==> src/rtl/khs_spram.sv <==
// Single-port synchronous RAM with a registered read port.
// Generic; no package dependency.
module khs_spram #(
    parameter int WIDTH  = 8,
    parameter int ADDR_W = 8
) (
    input  logic              clk,
    input  logic              we,
    input  logic [ADDR_W-1:0] addr,
    input  logic [WIDTH-1:0]  wdata,
    output logic [WIDTH-1:0]  rdata
);

    logic [WIDTH-1:0] mem [2**ADDR_W];

    always_ff @(posedge clk)
    begin
        if (we)
        begin
            mem[addr] <= wdata;
        end
        else
        begin
            rdata <= mem[addr];
        end
    end

endmodule

==> config.mk <==
export PLATFORM = sky130hd
export DESIGN_NAME = khs_spram
export DESIGN_NICKNAME = d
export VERILOG_FILES = /design/src/rtl/khs_spram.sv
export SDC_FILE = /design/constraint.sdc
export NUM_CORES = 2
export LEC_CHECK = 0
export BUFFER_PORTS_ARGS = -buffer_cell sky130_fd_sc_hd__buf_2
export CORE_MARGIN = 4
export CORE_UTILIZATION = 52
export DETAILED_ROUTE_END_ITERATION = 12
export GPL_TIMING_DRIVEN = 0
export PLACE_DENSITY_LB_ADDON = 0.12
export SLEW_MARGIN = 20
export SYNTH_ARGS = -nofsm -noshare
export SYNTH_HDL_FRONTEND = slang
export SYNTH_SLANG_ARGS = --single-unit
==> constraint.sdc <==
create_clock -name clk -period 6.4 [get_ports clk]
set_clock_uncertainty 0.2 [all_clocks]
set_input_delay 0.32 -clock clk [delete_from_list [all_inputs] [get_ports clk]]
set_output_delay 0.32 -clock clk [all_outputs]
set_load 0.01 [all_outputs]
==> out/results.tsv <==
metric	value	unit
Root Driver	clkbuf_16	
nets	3827	
HPWL Detailed	143000	µm
WS Path Type	in -> reg	
full die area	157000	µm²
CP Launch Type	primary input	
DR DRC count	0	
post-layout util	0.594	
Slew @ Worst Pin	1.24	ns
top post-synthesis cells by area	edfxtp_1, mux4_2, a22oi_1	
Num CTS Buffers	201	
leakage power	27.0	nW
average wire per standard cell	35.2	µm
max cap viols	0	
Fill cells	10600	
Max Freq	211	MHz
syn_area_per_cell	22.2	µm²
P&R area growth vs syn	13.4	%
post-synth top area cell	edfxtp_1	
crit-path cells	buf_2 > and2_1 > clkbuf_1 > clkbuf_2 > clkbuf_1 > nand3_1 > clkbuf_2 > buf_16 > nor2_1	
crit path capture type	flip-flop	
Reg clk slew, reported paths	0.06	ns
WP data required	6.65	ns
GRT Residual Overflow	0	
Final Routed Wirelength	211000	µm
Port-buffer cells	22	
largest net degree at the start of global routing	123	
row count	142	
Num Clock Sinks	2056	
Register Area	61700	µm²
power density over the cells	317	nW/µm²
clk buf depth	3	
GRT Overall Usage	0.272	
fraction of layout cells with a size suffix above 1	0.245	
Boundary Pins	26	
Initial Utilization	0.524	
Hold Fails Final Rpt	0	
syn nets	3563	
global-route wire length before repair	298000	µm
slowest CP cell	nand3_1	
final setup fails	0	
vias in the first global route	39900	
detailed-router iteration count before antenna repair	6	
H-tree lvl count	4	
DIE HEIGHT	397	µm
Die W	397	µm
Via Count	39000	
core area	150000	µm²
initial antenna violation count	12	
WHS	0.276	ns
Peak supply drop	0.235	mV
Synth Cell Area	78500	µm²
Distinct cells, synth	20	
placed instance area	82200	µm²
GPL Wtd Cong	0.898	
via/cell ratio	6.49	
multi-input logic area	15900	µm²
Iteration-0 DRC Markers	5105	
post-synthesis sequential area ratio	0.786	
worst slack at placement	0.905	ns
hold crit path type	in -> reg	
crit-path max FO	11	
post-CTS setup buffer count	0	
Ys Warns	0	
Worst-Skew Late Latency	0.84	ns
synthesized netlist cell count	3545	
setup ws final	1.67	ns
status	finished, final reports clean	
fin crit share	0.739	
relative slew slack	0.159	
Worst EP arrival	4.98	ns
final instance area	89100	µm²
CTS tree	done	
setup repair after global routing missed its margin	no	
Routed Antenna Nets	0	
slowest stage delay, CP	0.69	ns
Final min period	4.73	ns
Max Slew Vio Count	0	
post-synth top area share	0.786	
#FFs+latches synth	2056	
==> kinds of logic after synthesis <==
group	after synthesis	synth area share
buf+inv	231	0.0135
flops	2056	0.786
simple gates	330	0.0173
compound gates	416	0.0362
mux	512	0.147
==> sequential cells by signal, summed over array words and instances, names as in the netlist <==
signal,count
mem,2048
rdata,8
==> stage by stage <==
| step | setup TNS, ns | cells | total power, mW |
|---|---|---|---|
| after floorplan | 0 | 3545 | 15.8 |
| after global placement | -0.741 | 5583 | 16.5 |
| final | 0 | 6012 | 28.3 |
| after detailed placement | 0 | 5614 | 16.5 |
| after CTS | 0 | 6000 | 28.4 |
| after global routing | 0 | 6000 | 29.0 |
==> worst paths after layout <==
path / slack, ns / cells past startpoint / start / end
hold / removal: 0.28 / 2 / wdata[5] / mem[78][5]
hold reg to reg: 0.88 / 5 / mem[244][2] / rdata[2]
setup reg to reg: 2.94 / 5 / mem[183][2] / rdata[2]
setup / recovery: 1.67 / 9 / addr[3] / mem[125][2]
==> critical path: cells and delay by family <==
kind | cells | cell delay (ns)
buf+inv | 6 | 3.03
simple gates | 3 | 1.51
==> metal layers <==
layer / track usage / routed length (µm) / up-vias
met5: 0 / 27 / -
met4: 0.109 / 9640 / 4
met3: 0.0715 / 21400 / 421
met2: 0.420 / 99700 / 2109
met1: 0.374 / 80600 / 20800
li1: - / - / 15700
==> cell usage in the layout (no fill, tap or decap), types with 3 or more instances in the layout <==
cell type,synthesis,final
nor2b_1,8,8
clkinv_2,0,43
buf_2,34,48
dlygate4sd3_1,0,8
buf_8,0,8
inv_16,0,6
nor3_2,0,25
buf_4,10,10
buf_12,0,3
clkbuf_1,140,160
and2_1,3,3
nand3_1,17,17
buf_6,15,15
clkinvlp_4,0,8
a22oi_1,256,256
buf_1,31,31
diode_2,0,12
inv_6,0,6
buf_16,0,28
nand2_1,25,25
mux4_2,512,512
bufinv_16,0,26
clkinv_1,0,37
nor2_1,234,233
clkbuf_2,0,23
o41ai_1,32,30
nand2b_1,5,5
edfxtp_1,2056,2056
nand4_1,9,9
a21oi_1,128,128
clkbuf_16,0,205
==> layout make-up <==
| cell class | count | area share |
|---|---|---|
| Sequential cell | 2056 | 0.693 |
| Multi-Input combinational cell | 1258 | 0.178 |
| Clock buffer | 248 | 0.0594 |
| Tap cell | 2016 | 0.0283 |
| Clock inverter | 130 | 0.0159 |
| Timing Repair Buffer | 61 | 0.0124 |
| Buffer | 230 | 0.0122 |
| Antenna cell | 12 | 0.000337 |
| Inverter | 1 | 0.0000421 |
==> power breakdown <==
group          switching (mW)  total [mW]  internal, mW
Clock                    5.07        12.0          6.95
Sequential             0.0163        14.9          14.8
Combinational           0.919        1.37         0.449
==> timing repair <==
item	in CTS	in global routing
endpoints found under the hold margin	574	0
hold buffers	8	0
resized for setup	0	0
==> cells in the mapped netlist <==
master	instances
edfxtp_1	2056
mux4_2	512
a22oi_1	256
nor2_1	234
clkbuf_1	140
a21oi_1	128
buf_2	34
o41ai_1	32
buf_1	31
nor3_1	27
nand2_1	25
nand3_1	17
buf_6	15
buf_4	10
nand4_1	9
nor2b_1	8
nand2b_1	5
and2_1	3
or2_2	2
inv_1	1
No activity file was read; power rests on OpenSTA's default activity.
