File: src/rtl/khs_pkg.sv
// Shared types and constants for the keyed hash set.
// Used by the APB register block and the top level; no dependencies.
package khs_pkg;

    localparam int KEY_W      = 32;
    localparam int CFG_W      = 4;
    localparam int APB_DATA_W = 32;
    localparam int APB_ADDR_W = 3;

    localparam logic [CFG_W-1:0] INDEX_BITS_RESET = 4'd8;

    // register index carried by paddr[2]
    localparam logic REG_INDEX_BITS = 1'b0;

    // operation codes
    localparam logic [1:0] OP_FIND  = 2'd0;
    localparam logic [1:0] OP_ADD   = 2'd1;
    localparam logic [1:0] OP_CLEAR = 2'd2;

    // result codes
    localparam logic [1:0] STATUS_ADDED = 2'd0;
    localparam logic [1:0] STATUS_FOUND = 2'd1;
    localparam logic [1:0] STATUS_MISS  = 2'd2;
    localparam logic [1:0] STATUS_FULL  = 2'd3;

    typedef struct packed {
        logic [KEY_W-1:0] key_high;
        logic [KEY_W-1:0] key_low;
        logic             flag;
    } entry_t;

endpackage

File: src/rtl/khs_apb_regs.sv
// APB configuration register: holds the bucket index width.
// Depends on khs_pkg.
module khs_apb_regs (
    input  logic                           clk,
    input  logic                           rst_n,
    input  logic                           psel,
    input  logic                           penable,
    input  logic                           pwrite,
    input  logic [khs_pkg::APB_ADDR_W-1:0] paddr,
    input  logic [khs_pkg::APB_DATA_W-1:0] pwdata,
    output logic [khs_pkg::APB_DATA_W-1:0] prdata,
    output logic                           pready,
    output logic [khs_pkg::CFG_W-1:0]      index_bits
);
    import khs_pkg::*;

    logic [CFG_W-1:0] index_bits_reg;
    logic [CFG_W-1:0] index_bits_next;
    logic             wr_hit;

    assign pready = 1'b1;
    assign wr_hit = psel && penable && pwrite && (paddr[2] == REG_INDEX_BITS);

    always_comb
    begin
        index_bits_next = index_bits_reg;
        if (wr_hit)
        begin
            index_bits_next = pwdata[CFG_W-1:0];
        end
    end

    always_ff @(posedge clk or negedge rst_n)
    begin
        if (!rst_n)
        begin
            index_bits_reg <= INDEX_BITS_RESET;
        end
        else
        begin
            index_bits_reg <= index_bits_next;
        end
    end

    assign prdata     = (paddr[2] == REG_INDEX_BITS) ? APB_DATA_W'(index_bits_reg) : '0;
    assign index_bits = index_bits_reg;

endmodule

File: config.mk
export PLATFORM = sky130hd
export DESIGN_NAME = khs_apb_regs
export DESIGN_NICKNAME = d
export VERILOG_FILES = /design/src/rtl/khs_pkg.sv /design/src/rtl/khs_apb_regs.sv
export SDC_FILE = /design/constraint.sdc
export NUM_CORES = 1
export LEC_CHECK = 0
export ABC_AREA = 1
export BUFFER_PORTS_ARGS = -buffer_cell sky130_fd_sc_hd__buf_2
export CAP_MARGIN = 20
export CORE_AREA = 2 2 47 49
export DETAILED_ROUTE_END_ITERATION = 8
export DIE_AREA = 0 0 49 51
export PLACE_DENSITY = 0.69
export SLEW_MARGIN = 20
export SYNTH_ARGS = -nofsm -noshare
export SYNTH_HDL_FRONTEND = slang
export SYNTH_SLANG_ARGS = --single-unit
export TNS_END_PERCENT = 100
File: constraint.sdc
create_clock -name clk -period 0.8 [get_ports clk]
set_input_delay 0.16 -clock clk [delete_from_list [all_inputs] [get_ports clk]]
set_output_delay 0.16 -clock clk [all_outputs]
set_load 0.005 [all_outputs]
==> impl_metrics.env, run 1 <==
export IMPL_outcome="finished with violations"
export IMPL_violations="setup timing"
export IMPL_clkLatencyLatePin_ns=0.23
export IMPL_yosys_area_share_simple_pct=20.7
export IMPL_p_per_area_nw_per_um2=1620
export IMPL_rr_worst_depth=5
export IMPL_synth_compound_area_share_pct=0
export IMPL_slew_viol_final=0
export IMPL_yosys_area_share_adder_pct=0
export IMPL_largest_register_ffs=4
export IMPL_yosysWarningCount=0
export IMPL_cts_tree="yes"
export IMPL_via_per_inst=3.03
export IMPL_first_iter_violations=2
export IMPL_gr_total_overflow=0
export IMPL_ys_types=10
export IMPL_nets=129
export IMPL_die_width_um=49
export IMPL_finalHoldViolCount=0
export IMPL_muxShareOfSynthArea_pct=0
export IMPL_drc=0
export IMPL_grtUsageTotal_pct=6.77
export IMPL_worstSetupStartpointType="flip-flop"
export IMPL_syn_inst=60
export IMPL_ant_nets=0
export IMPL_syn_avg_cell_area_um2=7.34
export IMPL_fin_crit_sh_pct=145
export IMPL_htreeDepth=1
export IMPL_setup_viol=11
export IMPL_cts_root_buffer="clkbuf_4"
export IMPL_grt_pass1_vias=276
export IMPL_worstPathArrival_ns=1.00
export IMPL_tns_ns=-1.88
export IMPL_synth_top_family_by_area="buffers and inverters"
export IMPL_critPathCapture="prdata[3]"
export IMPL_gp_congestion=0.679
export IMPL_die_y_um=51
export IMPL_clock_path_buffers=2
export IMPL_grt_first_pass_wirelength_mm=1.17
export IMPL_end_kind="output pin"
export IMPL_synthXorXnorAreaFrac_pct=0
export IMPL_final_cell_mix="29 x conb_1, 15 x buf_2, 8 x buf_6"
export IMPL_ys_seq_area_share_pct=23.0
export IMPL_die_area_um2=2500
export IMPL_io_pin_count=77
export IMPL_port_buffers=17
export IMPL_cts_buffers=3
export IMPL_first_pass_iters=4
export IMPL_setup_ws_ns=-0.358
export IMPL_fin_area_um2=583
export IMPL_grt_max_degree=6
export IMPL_rrSetupSlack_ns=-0.10
export IMPL_layout_commonest_cell="conb_1"
export IMPL_routed_wl_um=748
export IMPL_clk_pin_slew_ns=0.04
export IMPL_crit_fanout=3
export IMPL_r2r_end="index_bits[2]"
export IMPL_max_freq_mhz=863
export IMPL_critical_path_class="flip-flop to output pin"
export IMPL_placed_area_um2=444
export IMPL_area_delta_synth_final_pct=32.4
export IMPL_fin_util_pct=28.3
export IMPL_synth_area_um2=440
export IMPL_rsz0062_at_grt="true"
export IMPL_max_cap_violations=0
export IMPL_clock_skew_ns=0
export IMPL_antenna_cells=0
export IMPL_core_area_um2=2060
export IMPL_antenna_found_initial=0
export IMPL_routed_via_count=352
export IMPL_synth_seq_cells=4
export IMPL_post_route_min_period_ns=1.16
export IMPL_initial_core_util_pct=21.3
export IMPL_critPathRequiredTime_ns=0.64
export IMPL_clock_sinks=4
export IMPL_r2r_start="index_bits[2]"
export IMPL_fillers=253
export IMPL_vdd_drop_max_v=0.000381
export IMPL_placementRows=17
export IMPL_power_leakage_uw=0.000368
export IMPL_min_path_type="input pin to flip-flop"
export IMPL_critPathLaunch="index_bits[3]"
export IMPL_drive_above_1_share_pct=38.6
export IMPL_dp_hpwl_um=644
export IMPL_wl_per_cell_um=6.45
## power breakdown
group	internal, uW	switching (uW)	total (uW)
sequential	249	29.0	278
clock	187	85.4	273
combinational	235	160	394
total	671	274	945
## layout make-up
type / count / area, um^2 / area share [%]
Multi-Input combinational cell: 48 / 208 / 35.6
Timing Repair Buffer: 26 / 190 / 32.6
Sequential cell: 4 / 101 / 17.4
Tap cell: 28 / 35.0 / 6.01
Clock buffer: 4 / 26.3 / 4.51
Inverter: 6 / 22.5 / 3.86
## worst min path at each step
stage	from	to	slack, ns	cells after the start
2_1_floorplan	rst_n	index_bits[0]	-0.14	0
3_3_place_gp	rst_n	index_bits[1]	-0.04	1
3_5_place_dp	rst_n	index_bits[2]	-0.03	1
4_1_cts	pwdata[3]	index_bits[3]	0.15	3
5_1_grt	pwdata[3]	index_bits[3]	0.15	3
6_report	pwdata[3]	index_bits[3]	0.15	3
## stage by stage
| step | std cells | total power [uW] | hold WS, ns | worst slack, ns |
|---|---|---|---|---|
| after global routing | 116 | 1020 | 0.152 | -0.392 |
| final | 116 | 945 | 0.152 | -0.358 |
| after detailed placement | 103 | 485 | -0.0291 | -0.123 |
| after CTS | 111 | 817 | 0.147 | -0.379 |
| after floorplan | 87 | 483 | -0.136 | -0.0174 |
| after global placement | 103 | 475 | -0.0352 | -0.0918 |
## per-layer routing
| layer | wire length (um) | GRT usage, % | up-vias |
|---|---|---|---|
| met2 | 381 | 9.59 | 24 |
| met4 | 0 | 7.14 | 0 |
| li1 | - | - | 173 |
| met5 | 0 | 0 | - |
| met1 | 279 | 7.46 | 155 |
| met3 | 87 | 2.63 | 0 |
## what timing repair did
item | CTS | global route
pin swaps | 3 | 2
buffers inserted | 3 | 5
endpoints found under the setup margin | 8 | 8
hold endpoints to repair | 4 | 0
hold buffers | 1 | 0
gates resized for setup | 0 | 11
## worst max-delay path: stages (launching register included)
cell and delay [ns]:
dfstp_2 0.54, inv_1 0.04, nor2_1 0.07, buf_2 0.12
## cell usage after synthesis
cell     number  area [um^2]
dfrtp_1       3         75.1
inv_1         6         22.5
nand3_1       4         20.0
buf_4        29          218
nor2_1        4         15.0
conb_1        2         7.51
nand2_4       1         11.3
dfstp_2       1         26.3
nand2_1       9         33.8
nor2_4        1         11.3
## logic make-up after synthesis
group,after synthesis
buf+inv,35
flops,4
other cells,2
simple gates,19
Note: power is estimated with default switching activity, not from simulation.
==> run 2: changes to the inputs <==
--- a/config.mk
+++ b/config.mk
@@ -12,6 +12,7 @@
 export DETAILED_ROUTE_END_ITERATION = 8
 export DIE_AREA = 0 0 49 51
 export PLACE_DENSITY = 0.69
+export REMOVE_ABC_BUFFERS = 1
 export SLEW_MARGIN = 20
 export SYNTH_ARGS = -nofsm -noshare
 export SYNTH_HDL_FRONTEND = slang
==> run 2 against run 1 <==
Effect of this change:
- the flow still finishes with violations (setup timing)
- combinational power shrank 39%
- setup slack gained 0.00083 ns
- design area shrank 15%
- hold slack lost 0.0050 ns
- total power shrank 15%
- routed wire length grew 0.27%
- via count shrank 13%
- critical path depth is the same
- clock skew is the same
==> impl_metrics.env, run 2 (synthesis results as in run 1) <==
export IMPL_outcome="finished with violations"
export IMPL_violations="setup timing"
export IMPL_first_pass_iters=1
export IMPL_fillers=249
export IMPL_drive_above_1_share_pct=32.9
export IMPL_clkLatencyLatePin_ns=0.24
export IMPL_fin_area_um2=498
export IMPL_largest_register_ffs=4
export IMPL_clock_sinks=4
export IMPL_slew_viol_final=0
export IMPL_gr_total_overflow=0
export IMPL_die_area_um2=2500
export IMPL_drc=0
export IMPL_placed_area_um2=444
export IMPL_setup_ws_ns=-0.357
export IMPL_ant_nets=0
export IMPL_worstSetupStartpointType="flip-flop"
export IMPL_max_cap_violations=0
export IMPL_placementRows=17
export IMPL_finalHoldViolCount=0
export IMPL_power_leakage_uw=0.000328
export IMPL_post_route_min_period_ns=1.16
export IMPL_vdd_drop_max_v=0.000542
export IMPL_intPower_uw=548
export IMPL_path_delay_family="flip-flops"
export IMPL_htreeDepth=1
export IMPL_final_cell_mix="29 x conb_1, 17 x buf_2, 9 x nand2_1"
export IMPL_grt_max_degree=6
export IMPL_clock_path_buffers=2
export IMPL_pwr_share_seq_pct=34.9
export IMPL_clkPwrFrac_pct=35.3
export IMPL_cts_buffers=3
export IMPL_wl_per_cell_um=6.82
export IMPL_crit_buf_inv=2
export IMPL_cts_tree="yes"
export IMPL_switchingPower_uw=254
export IMPL_first_iter_violations=0
export IMPL_io_pin_count=77
export IMPL_rsz0062_at_grt="true"
export IMPL_nets=123
export IMPL_min_path_type="input pin to flip-flop"
export IMPL_place_ws_ns=-0.108
export IMPL_slowest_delay_ns=0.54
export IMPL_critPathRequiredTime_ns=0.64
export IMPL_grt_first_pass_wirelength_mm=1.06
export IMPL_p_per_area_nw_per_um2=1610
export IMPL_worstPathArrival_ns=1.00
export IMPL_cpMaxStageDelayCell="dfstp_2"
export IMPL_routed_via_count=307
export IMPL_worstPathCellList="inv_2 > nor2_2 > buf_2"
export IMPL_grtUsageTotal_pct=6.45
export IMPL_clock_skew_ns=0
export IMPL_fin_crit_sh_pct=145
export IMPL_die_width_um=49
export IMPL_max_freq_mhz=864
export IMPL_initial_core_util_pct=21.3
export IMPL_setup_viol=8
export IMPL_grt_pass1_vias=247
export IMPL_gp_congestion=0.672
export IMPL_layout_commonest_cell="conb_1"
export IMPL_via_per_inst=2.79
export IMPL_end_kind="output pin"
export IMPL_area_delta_synth_final_pct=13.1
export IMPL_p_sw_share_pct=31.7
export IMPL_crit_fanout=3
export IMPL_dp_hpwl_um=614
export IMPL_critical_path_class="flip-flop to output pin"
export IMPL_antenna_cells=0
export IMPL_core_area_um2=2060
export IMPL_hold_ws_ns=0.147
export IMPL_die_y_um=51
export IMPL_port_buffers=17
export IMPL_clk_pin_slew_ns=0.04
export IMPL_combPwrFrac_pct=29.8
export IMPL_routed_wl_um=750
export IMPL_cts_root_buffer="clkbuf_4"
export IMPL_antenna_found_initial=0
run 2: cell count changes in the layout (fill, tap and decap cells not counted), sizes merged:
cell	change
buf	-6
run 2: power groups by stage:
| stage | registers [uW] | clock network (uW) | logic (uW) |
|---|---|---|---|
| after CTS | 281 | 297 | 225 |
| after global routing | 287 | 303 | 275 |
| after floorplan | 281 | 0 | 99.7 |
| after global placement | 279 | 0 | 205 |
| final | 280 | 283 | 239 |
| after detailed placement | 283 | 0 | 205 |
run 2: final timing paths:
kind                       slack, ns  depth (start not counted)          start       endpoint
hold / removal                  0.15                          3      pwdata[3]  index_bits[3]
setup / recovery               -0.36                          3  index_bits[3]      prdata[3]
setup reg to reg                0.06                          3  index_bits[1]  index_bits[1]
hold reg to reg                 0.48                          2  index_bits[3]  index_bits[3]
min in group asynchronous       0.26                          2          rst_n  index_bits[0]
max in group asynchronous       0.33                          2          rst_n  index_bits[3]
run 2: cell type report:
cell class	count	area (um^2)	area share (%)
Inverter	6	22.5	4.52
Timing Repair Buffer	20	110	22.1
Tap cell	28	35.0	7.04
Sequential cell	4	101	20.4
Multi-Input combinational cell	48	203	40.7
Clock buffer	4	26.3	5.28
run 2: metrics by stage:
stage | setup TNS, ns | std cells | util, % | power [uW]
floorplan | -0.0174 | 58 | - | 380
global placement | -0.104 | 103 | 21.5 | 484
detailed placement | -0.110 | 103 | 21.5 | 488
CTS | -1.72 | 109 | 23.7 | 804
global route | -1.98 | 110 | 24.1 | 865
finish | -1.60 | 110 | 24.1 | 803
run 2: routing by layer:
| metal | share of wire (%) | routed length [um] | vias up | global-route usage, % |
|---|---|---|---|---|
| met3 | 10 | 76 | 4 | 1.75 |
| li1 | - | - | 161 | - |
| met2 | 47 | 352 | 26 | 9.36 |
| met5 | 0 | 0 | - | 0 |
| met1 | 38 | 282 | 116 | 6.21 |
| met4 | 5.1 | 38 | 0 | 10.0 |
run 2: worst min-delay path: cells and delay by family:
kind | cells | cell delay (ns)
buffers and inverters | 1 | 0.10
AND/OR/NAND/NOR | 2 | 0.12
run 2: what timing repair did:
action                                  CTS  global route
hold endpoints to repair                  4             0
pin swaps                                 2             2
hold buffers                              1             0
gates resized for setup                   0             2
setup buffers                             1             1
endpoints found under the setup margin    8             8
==> run 3: changes to the inputs <==
--- a/config.mk
+++ b/config.mk
@@ -11,7 +11,7 @@
 export CORE_AREA = 2 2 47 49
 export DETAILED_ROUTE_END_ITERATION = 8
 export DIE_AREA = 0 0 49 51
-export PLACE_DENSITY = 0.69
+export PLACE_DENSITY_LB_ADDON = 0.2
 export REMOVE_ABC_BUFFERS = 1
 export SLEW_MARGIN = 20
 export SYNTH_ARGS = -nofsm -noshare
==> run 3 against run 2 <==
Effect of this change:
- the run still ends with setup timing left
- non-clock buffer count decreased by 1
- critical path depth unchanged
- hold slack got worse by 0.0024 ns
==> impl_metrics.env, run 3 (synthesis results as in run 1) <==
export IMPL_outcome="finished with violations"
export IMPL_violations="setup timing"
export IMPL_cts_tree="yes"
export IMPL_die_width_um=49
export IMPL_fillers=256
export IMPL_nets=122
export IMPL_worstPathArrival_ns=0.98
export IMPL_setup_ws_ns=-0.335
export IMPL_critPathRequiredTime_ns=0.64
export IMPL_worstSetupStartpointType="flip-flop"
export IMPL_die_y_um=51
export IMPL_grt_max_degree=6
export IMPL_slowest_delay_ns=0.53
export IMPL_initial_core_util_pct=21.3
export IMPL_dp_hpwl_um=596
export IMPL_routed_via_count=311
export IMPL_wl_per_cell_um=6.28
export IMPL_first_pass_iters=1
export IMPL_port_buffers=17
export IMPL_rsz0062_at_grt="true"
export IMPL_grt_pass1_vias=237
export IMPL_via_per_inst=2.85
export IMPL_ant_nets=0
export IMPL_clkLatencyLatePin_ns=0.24
export IMPL_io_pin_count=77
export IMPL_finalHoldViolCount=0
export IMPL_die_area_um2=2500
export IMPL_clock_sinks=4
export IMPL_crit_buf_inv=2
export IMPL_drive_above_1_share_pct=29.6
export IMPL_drc=0
export IMPL_power_leakage_uw=0.000324
export IMPL_fin_util_pct=23.7
export IMPL_dp_cells=103
export IMPL_cpMaxStageDelayCell="dfstp_2"
export IMPL_max_cap_violations=0
export IMPL_critical_path_class="flip-flop to output pin"
export IMPL_post_route_min_period_ns=1.14
export IMPL_largest_register_ffs=4
export IMPL_cts_root_buffer="clkbuf_4"
export IMPL_clock_skew_ns=0
export IMPL_min_path_type="input pin to flip-flop"
export IMPL_instances_no_fill=109
export IMPL_path_delay_family="flip-flops"
export IMPL_core_area_um2=2060
export IMPL_grtUsageTotal_pct=5.83
export IMPL_vdd_drop_max_v=0.000438
export IMPL_clk_pin_slew_ns=0.04
export IMPL_gr_total_overflow=0
export IMPL_clock_path_buffers=2
export IMPL_slew_viol_final=0
export IMPL_antenna_found_initial=0
export IMPL_max_freq_mhz=881
export IMPL_postCtsResizedCells=0
export IMPL_crit_fanout=3
export IMPL_antenna_cells=0
export IMPL_end_kind="output pin"
export IMPL_routed_wl_um=685
export IMPL_layout_commonest_cell="conb_1"
export IMPL_area_delta_synth_final_pct=10.8
export IMPL_cts_buffers=3
export IMPL_htreeDepth=1
export IMPL_setup_viol=8
export IMPL_final_cell_mix="29 x conb_1, 17 x buf_2, 9 x nand2_1"
export IMPL_grt_first_pass_wirelength_mm=1.01
export IMPL_first_iter_violations=0
export IMPL_worstPathCellList="inv_1 > nor2_1 > buf_2"
export IMPL_gp_congestion=0.607
export IMPL_fin_crit_sh_pct=142
export IMPL_placementRows=17
export IMPL_p_per_area_nw_per_um2=1580
==> run 3: changes by cell type in the layout (fill, tap and decap cells not counted), sizes merged <==
cell  previous run  this run
buf             19        18
==> run 3: final timing paths <==
check,cells after the start,slack (ns),endpoint,from
max reg2reg,3,0.09,index_bits[2],index_bits[2]
min,3,0.14,index_bits[3],pwdata[3]
min reg2reg,2,0.47,index_bits[3],index_bits[3]
max,3,-0.34,prdata[3],index_bits[3]
max in group asynchronous,2,0.34,index_bits[3],rst_n
min in group asynchronous,2,0.26,index_bits[0],rst_n
==> run 3: area by class of cell <==
class / instances / area, um^2 / area share [%]
inverters: 6 / 22.5 / 4.62
multi-input cells: 48 / 200 / 41.0
flip-flops and latches: 4 / 101 / 20.8
well taps: 28 / 35.0 / 7.18
clock buffers: 4 / 26.3 / 5.38
repair buffers: 19 / 103 / 21.0
==> run 3: repair_timing <==
action                                  in CTS  in global routing
pin swaps                                    2                  1
buffers inserted                             1                  0
hold endpoints to repair                     4                  0
endpoints found under the setup margin       8                  8
hold buffers                                 1                  0
==> run 3: layer usage <==
metal	vias to the layer above	GRT usage (%)	share of wire, %
li1	160	-	-
met1	123	6.76	41
met2	28	7.53	43
met3	0	2.92	16
met4	0	5.71	0
met5	-	0	0
==> run 3: tightest hold or removal path: stages <==
cell and delay (ns):
buf_2 0.10, nand3_1 0.07, nand2_1 0.05
==> run 3: stage by stage <==
| stage | setup TNS [ns] | cell area (um^2) | worst slack [ns] | power [uW] | hold slack (ns) |
|---|---|---|---|---|---|
| floorplan | -0.0174 | 324 | -0.0174 | 380 | -0.136 |
| global placement | -0.0908 | 444 | -0.0908 | 479 | -0.0276 |
| detailed placement | -0.0952 | 444 | -0.0952 | 483 | -0.0243 |
| CTS | -1.65 | 488 | -0.354 | 794 | 0.136 |
| global route | -1.91 | 488 | -0.402 | 844 | 0.159 |
| finish | -1.49 | 488 | -0.335 | 769 | 0.145 |
==> run 3: where the power goes <==
part / internal [uW] / switching (uW)
registers: 249 / 29.0
clock network: 187 / 87.2
logic: 97.3 / 119
total: 533 / 236
